## config.mk

```make
export PLATFORM = sky130hd
export DESIGN_NAME = he_ctrl
export DESIGN_NICKNAME = d
export VERILOG_FILES = /design/src/rtl/he_pkg.sv /design/src/rtl/he_ctrl.sv
export VERILOG_INCLUDE_DIRS = /design/src /design/src/rtl
export SDC_FILE = /design/constraint.sdc
export NUM_CORES = 1
export LEC_CHECK = 0
export ABC_AREA = 1
export ABC_CLOCK_PERIOD_IN_PS = 2100
export BUFFER_PORTS_ARGS = -buffer_cell sky130_fd_sc_hd__buf_2
export CELL_PAD_IN_SITES_DETAIL_PLACEMENT = 1
export CELL_PAD_IN_SITES_GLOBAL_PLACEMENT = 2
export CORE_UTILIZATION = 22
export CTS_CLUSTER_SIZE = 28
export DETAILED_ROUTE_END_ITERATION = 7
export GPL_ROUTABILITY_DRIVEN = 0
export MAX_ROUTING_LAYER = met4
export PLACE_DENSITY_LB_ADDON = 0.1
export SLEW_MARGIN = 5
export SYNTH_ARGS = -nofsm -noshare
export SYNTH_HDL_FRONTEND = slang
export SYNTH_SLANG_ARGS = --single-unit
```

## constraint.sdc

```tcl
create_clock -name i_clk -period 2.1 [get_ports i_clk]
set_clock_uncertainty 0.15 [all_clocks]
set_input_delay 0.21 -clock i_clk [delete_from_list [all_inputs] [get_ports i_clk]]
set_output_delay 0.21 -clock i_clk [all_outputs]
set_load 0.01 [all_outputs]
```

## src/rtl/assert_macros.svh

```systemverilog
`ifndef ASSERT_MACROS_SVH
`define ASSERT_MACROS_SVH

// Checked property, clocked on clk, disabled while rst_n is low.
`ifndef SYNTHESIS
`define ASSERT_PROP(label, clk, rst_n, prop) \
    label: assert property (@(posedge clk) disable iff (!rst_n) (prop)) \
        else $error("assertion failed");
// Condition that must never be true.
`define ASSERT_NEVER(label, clk, rst_n, cond) \
    label: assert property (@(posedge clk) disable iff (!rst_n) !(cond)) \
        else $error("forbidden condition seen");
`else
`define ASSERT_PROP(label, clk, rst_n, prop)
`define ASSERT_NEVER(label, clk, rst_n, cond)
`endif

`endif

```

## src/rtl/he_pkg.sv

```systemverilog
`timescale 1ns / 1ps

package he_pkg;

    localparam int PIX_W    = 8;
    localparam int LEVELS   = 1 << PIX_W;
    localparam int IDX_W    = PIX_W + 1;
    localparam int DIV_STEPS = PIX_W;
    localparam int STEP_W   = $clog2(DIV_STEPS);

    typedef enum logic [1:0] {
        CMD_CLEAR    = 2'd0,
        CMD_COUNT    = 2'd1,
        CMD_FINALIZE = 2'd2,
        CMD_MAP      = 2'd3
    } t_cmd;

    typedef enum logic [2:0] {
        S_IDLE,
        S_COUNT,
        S_SCAN,
        S_MAP_LD,
        S_MAP_DIV
    } t_state;

    // controller -> datapath
    typedef struct packed {
        logic load;        // word accepted: latch pixel, read its bin
        logic clear;
        logic count_wr;
        logic scan_start;
        logic scan_step;
        logic map_load;
        logic div_step;
        logic finish;      // write result registers
        logic err;
        logic grey_sel;    // result carries the quotient
    } t_dp_cmd;

    // datapath -> controller
    typedef struct packed {
        logic finalized;
        logic total_zero;
        logic scan_last;
        logic div_last;
    } t_dp_stat;

endpackage

```

## src/rtl/he_ctrl.sv

```systemverilog
`timescale 1ns / 1ps
`include "assert_macros.svh"

module he_ctrl (
    input  logic             i_clk,
    input  logic             i_rst_n,
    input  logic             start,
    input  logic [1:0]       i_command,
    input  he_pkg::t_dp_stat i_stat,
    output he_pkg::t_dp_cmd  o_cmd,
    output logic             busy
);

    he_pkg::t_state r_state, n_state;
    he_pkg::t_cmd   w_cmd;

    assign w_cmd = he_pkg::t_cmd'(i_command);
    assign busy  = (r_state != he_pkg::S_IDLE);

    always_ff @(posedge i_clk) begin
        if (!i_rst_n) begin
            r_state <= he_pkg::S_IDLE;
        end else begin
            r_state <= n_state;
        end
    end

    always_comb begin
        n_state = r_state;
        unique case (r_state)
            he_pkg::S_IDLE: begin
                if (start) begin
                    unique case (w_cmd)
                        he_pkg::CMD_CLEAR:    n_state = he_pkg::S_IDLE;
                        he_pkg::CMD_COUNT: begin
                            if (!i_stat.finalized) n_state = he_pkg::S_COUNT;
                        end
                        he_pkg::CMD_FINALIZE: begin
                            if (!i_stat.finalized) n_state = he_pkg::S_SCAN;
                        end
                        he_pkg::CMD_MAP: begin
                            if (i_stat.finalized && !i_stat.total_zero)
                                n_state = he_pkg::S_MAP_LD;
                        end
                        default: n_state = he_pkg::S_IDLE;
                    endcase
                end
            end
            he_pkg::S_COUNT:  n_state = he_pkg::S_IDLE;
            he_pkg::S_SCAN: begin
                if (i_stat.scan_last) n_state = he_pkg::S_IDLE;
            end
            he_pkg::S_MAP_LD: n_state = he_pkg::S_MAP_DIV;
            he_pkg::S_MAP_DIV: begin
                if (i_stat.div_last) n_state = he_pkg::S_IDLE;
            end
            default: n_state = he_pkg::S_IDLE;
        endcase
    end

    always_comb begin
        o_cmd = '0;
        unique case (r_state)
            he_pkg::S_IDLE: begin
                o_cmd.load = start;
                if (start) begin
                    unique case (w_cmd)
                        he_pkg::CMD_CLEAR: begin
                            o_cmd.clear  = 1'b1;
                            o_cmd.finish = 1'b1;
                        end
                        he_pkg::CMD_COUNT: begin
                            if (i_stat.finalized) begin
                                o_cmd.finish = 1'b1;
                                o_cmd.err    = 1'b1;
                            end
                        end
                        he_pkg::CMD_FINALIZE: begin
                            if (i_stat.finalized) begin
                                o_cmd.finish = 1'b1;
                                o_cmd.err    = 1'b1;
                            end else begin
                                o_cmd.scan_start = 1'b1;
                            end
                        end
                        he_pkg::CMD_MAP: begin
                            if (!i_stat.finalized || i_stat.total_zero) begin
                                o_cmd.finish = 1'b1;
                                o_cmd.err    = 1'b1;
                            end
                        end
                        default: o_cmd.finish = 1'b0;
                    endcase
                end
            end
            he_pkg::S_COUNT: begin
                o_cmd.count_wr = 1'b1;
                o_cmd.finish   = 1'b1;
            end
            he_pkg::S_SCAN: begin
                o_cmd.scan_step = 1'b1;
                o_cmd.finish    = i_stat.scan_last;
            end
            he_pkg::S_MAP_LD: begin
                o_cmd.map_load = 1'b1;
            end
            he_pkg::S_MAP_DIV: begin
                o_cmd.div_step = 1'b1;
                o_cmd.finish   = i_stat.div_last;
                o_cmd.grey_sel = 1'b1;
            end
            default: o_cmd = '0;
        endcase
    end

    `ASSERT_NEVER(a_scan_when_final, i_clk, i_rst_n, (r_state == he_pkg::S_SCAN) && i_stat.finalized)
    `ASSERT_PROP(a_map_needs_hist, i_clk, i_rst_n, (r_state == he_pkg::S_MAP_LD) |-> (i_stat.finalized && !i_stat.total_zero))
    `ASSERT_PROP(a_count_one_cycle, i_clk, i_rst_n, (r_state == he_pkg::S_COUNT) |=> (r_state == he_pkg::S_IDLE))
    `ASSERT_PROP(a_finish_to_idle, i_clk, i_rst_n, (o_cmd.finish && busy) |=> (r_state == he_pkg::S_IDLE))

endmodule

```

== Word level (Yosys, flattened, before mapping) ==
Index checks and enable logic that the tools add are counted.

* Equal/unequal tests: 13
* Mux-type cells: 26
* Reductions and logical operators: 9

{| class="wikitable"
|+ Operators by type and width
! operator !! number
|-
| $pmux W3 S4 || 2
|-
| $mux W3 || 6
|-
| $mux W1 || 11
|-
| $ne A3 B3 Y1 const B || 3
|-
| $mux W2 || 4
|-
| $eq A3 B2 Y1 const B || 2
|-
| $ne A2 B2 Y1 const B || 3
|-
| $reduce_and A6 Y1 || 1
|-
| $eq A2 B2 Y1 const B || 2
|-
| $pmux W1 S4 || 1
|-
| $eq A3 B1 Y1 const B || 1
|-
| $eq A3 B3 Y1 const B || 1
|-
| $logic_not A3 Y1 || 1
|-
| $pmux W1 S3 || 1
|-
| $reduce_bool A3 Y1 || 1
|-
| $eq A2 B1 Y1 const B || 1
|-
| $logic_not A1 Y1 || 2
|-
| $logic_not A2 Y1 || 1
|-
| $pmux W1 S2 || 1
|-
| $reduce_or A2 Y1 || 1
|-
| $logic_and A1 B1 Y1 || 1
|-
| $logic_or A1 B1 Y1 || 1
|}

* Bits in registers: 3
* Input bits: 9
* Output and inout port bits: 11
* Logic and storage cells: 49

== Logic depth before layout (Yosys ltp) ==
* Word-level depth: 6
* Depth in mapped cells: 8
* Gate-level depth less buffers: 8

== Worst setup path before layout ==
No wires, ideal clock.

* Path type: reg-to-output
* From: register r_state[0]
* To: output port o_cmd[2] in the netlist's numbering
* Arrival: 1.019 ns
* Required time: 1.740 ns
* Path slack: 0.721 ns
* Cell stages (with the launch flop): 5
* Path buffers: 0
* Cell sequence: dfxtp_1 -> inv_2 -> nor3_1 -> nor2_1 -> nand3b_1

{| class="wikitable"
|+ RTL lines
! item !! line !! text
|-
| start: declaration || he_ctrl.sv:14 || <nowiki>he_pkg::t_state r_state, n_state;</nowiki>
|-
| start signal: assignment || he_ctrl.sv:22 || <nowiki>r_state <= he_pkg::S_IDLE;</nowiki>
|-
| start signal: assignment || he_ctrl.sv:24 || <nowiki>r_state <= n_state;</nowiki>
|-
| end: declaration || he_ctrl.sv:10 || <nowiki>output he_pkg::t_dp_cmd o_cmd,</nowiki>
|}

==> results.toml <==
[timing]
worst_pin_slew_ns = 0.297
rsz0062_at_grt = "no"
slew_violations = 0
fin_crit_ns = 1.67
relSlewSlack_pct = 80.2
setup_tns_ns = 0
max_freq_ghz = 0.598
final_hold_viol_count = 0
finalCritPeriodShare_pct = 79.6
setup_viol = 0

[global_route]
grt_pass1_vias = 428
grt_use_total_pct = 12.9
grt-ovfl-total = 0
grt_pass1_wl_um = 1810
antenna_found_initial = 0
grt_max_degree = 7

[clocking]
cts_tree = "done"
cts_root_buffer = "clkbuf_4"
cts_resized = 0
clkSlewWorstSetupHoldPaths_ns = 0.04
numCtsBuffers = 3
cts_setup_buffers = 0
htreeDepth = 1
holdBufCountCts = 0
clkSinkCount = 3
clockBufferDepth = 2
clk-insertion-delay-late_ns = 0.23

[yosys]
synth_area_leaders = "ha_1 16%, dfxtp_1 15%, nand2_1 13%"
synth_cells = 61
synth_cell_types = 20
synth_area_per_cell_um2 = 6.40
yosysTopAreaCellShare_pct = 16.0
yosys.area.top_type = "ha_1"
synth_area_um2 = 390
synth_nets = 75
ys_seq_area_share_pct = 15.4
yosys_warnings = 0
ys_ff_latch = 3

[drt]
num_vias = 437
drc_errors = 0
routed_wl_um = 1010
wire_per_inst_um = 10.3
vias_per_cell = 4.46
drt-pass1-iter-count = 6
ant_nets = 0
drt_iter0_drc = 10

[critical_path]
rrSetupSlack_ns = 0.87
r2r_cells = 7
path_cells = "inv_2 -> nor3_2 -> nand2_1 -> nand2_1 -> nor2_1 -> nand3b_1 -> buf_2"
cp.arrival_ns = 1.31
startpoint = "r_state[1]"
critPathMaxFanout = 6
path_class = "flop to output pin"
rr_endpoint = "r_state[1]"
max_stage_delay_ns = 0.46
worstPathRequired_ns = 1.74
startpoint_type = "flop"
endpoint_kind = "output pin"
reg2reg_from = "r_state[1]"
cpMostUsedCell = "nand2_1"
slowest_stage = "dfxtp_1"
path_buf_inv = 2
cp_top_family = "flip-flops"
worst-path-stages = 7

[power_and_ir_drop]
p_leak_nw = 0.305
finalPower_w = 0.000335
irDropWorstVdd_uv = 249
power_density_nw_per_um2 = 648

[final_layout]
largest_reg_flops = 3
final_cell_mix = "19 x buf_2, 13 x nand2_1, 9 x nor2_1"
layout.nets = 97
final_layout_size_suffix_gt1_share_pct = 40.2
fillers = 219
diodes = 0
top_regs = "r_state x3"
final_util_pct = 32.8
area_growth_pct = 32.4
top_register = "r_state"
layout_commonest_cell = "buf_2"

[die]
die_h_um = 44.1
die_x_um = 44.1
initial_core_util_pct = 24.8
rows = 14
die_area_um2 = 1950
ioPinCount = 20
coreArea_um2 = 1580

[hold_path]
hold_depth = 3
min_to = "r_state[1]"
hold_path.startpoint = "i_rst_n"
hold_path_class = "input port to flop"

[run]
drv_cap = 0

[placed_design]
dp_hpwl_um = 848
portBuffers = 19

[outcome]
status = "completed"
[cells by family after synthesis]
group                      Yosys count  synth area share [%]
and+or+nand+nor                     37                  49.7
buffers and inverters               13                  14.4
adders and majority gates            5                  16.0
AOI/OAI and AO/OA                    3                  4.49
DFF                                  3                  15.4
[per-layer routing]
layer / vias up / global-route usage, % / wire length (um)
met2: 15 / 18.2 / 413
met4: 0 / 5.45 / 14
met1: 191 / 17.5 / 527
li1: 229 / - / -
met5: - / - / 0
met3: 2 / 2.86 / 56
[metrics by stage]
stage / hold WS, ns / cells / instance area (um2) / setup WS, ns
finish: 0.0700 / 98 / 517 / 0.428
global route: 0.0813 / 98 / 517 / 0.312
floorplan: 0.181 / 61 / 390 / 0.721
detailed placement: 0.317 / 94 / 490 / 0.646
global placement: 0.325 / 94 / 490 / 0.637
CTS: 0.0651 / 98 / 517 / 0.400
[worst min-delay path, delay by kind of cell]
kind | cells | cell delay [ns]
buffers and inverters | 1 | 0.11
AND/OR/NAND/NOR | 2 | 0.09
[report_power, final]
part | internal [W] | switching, W
registers | 0.0000643 | 0.0000140
logic | 0.0000602 | 0.0000928
clock network | 0.0000714 | 0.0000324
[layout make-up]
type / count / area, um2 / share of cell area, %
tap: 16 / 20.0 / 3.87
clock buffer: 4 / 26.3 / 5.08
multi-input combinational: 45 / 274 / 53.0
inverter: 11 / 41.3 / 7.99
timing repair buffer: 19 / 95.1 / 18.4
sequential: 3 / 60.1 / 11.6
[synthesized netlist by cell type]
cell / instances
a21oi_1: 1
nand2_1: 13
nor4_1: 1
dfxtp_1: 3
buf_4: 2
nand3_1: 2
o21ai_0: 1
nor3_1: 1
nand2_2: 1
nand2_4: 1
inv_1: 7
nor2_1: 9
nor3_2: 2
ha_1: 5
nand3b_1: 3
nor2_2: 2
nor2_4: 1
inv_2: 4
a21boi_1: 1
nand4_1: 1
[worst max path at each step]
stage,to
2_1_floorplan,o_cmd[2]
3_3_place_gp,o_cmd[2]
3_5_place_dp,o_cmd[2]
4_1_cts,o_cmd[2]
5_1_grt,o_cmd[2]
6_report,o_cmd[2]
No activity file was read; power rests on OpenSTA's default activity.
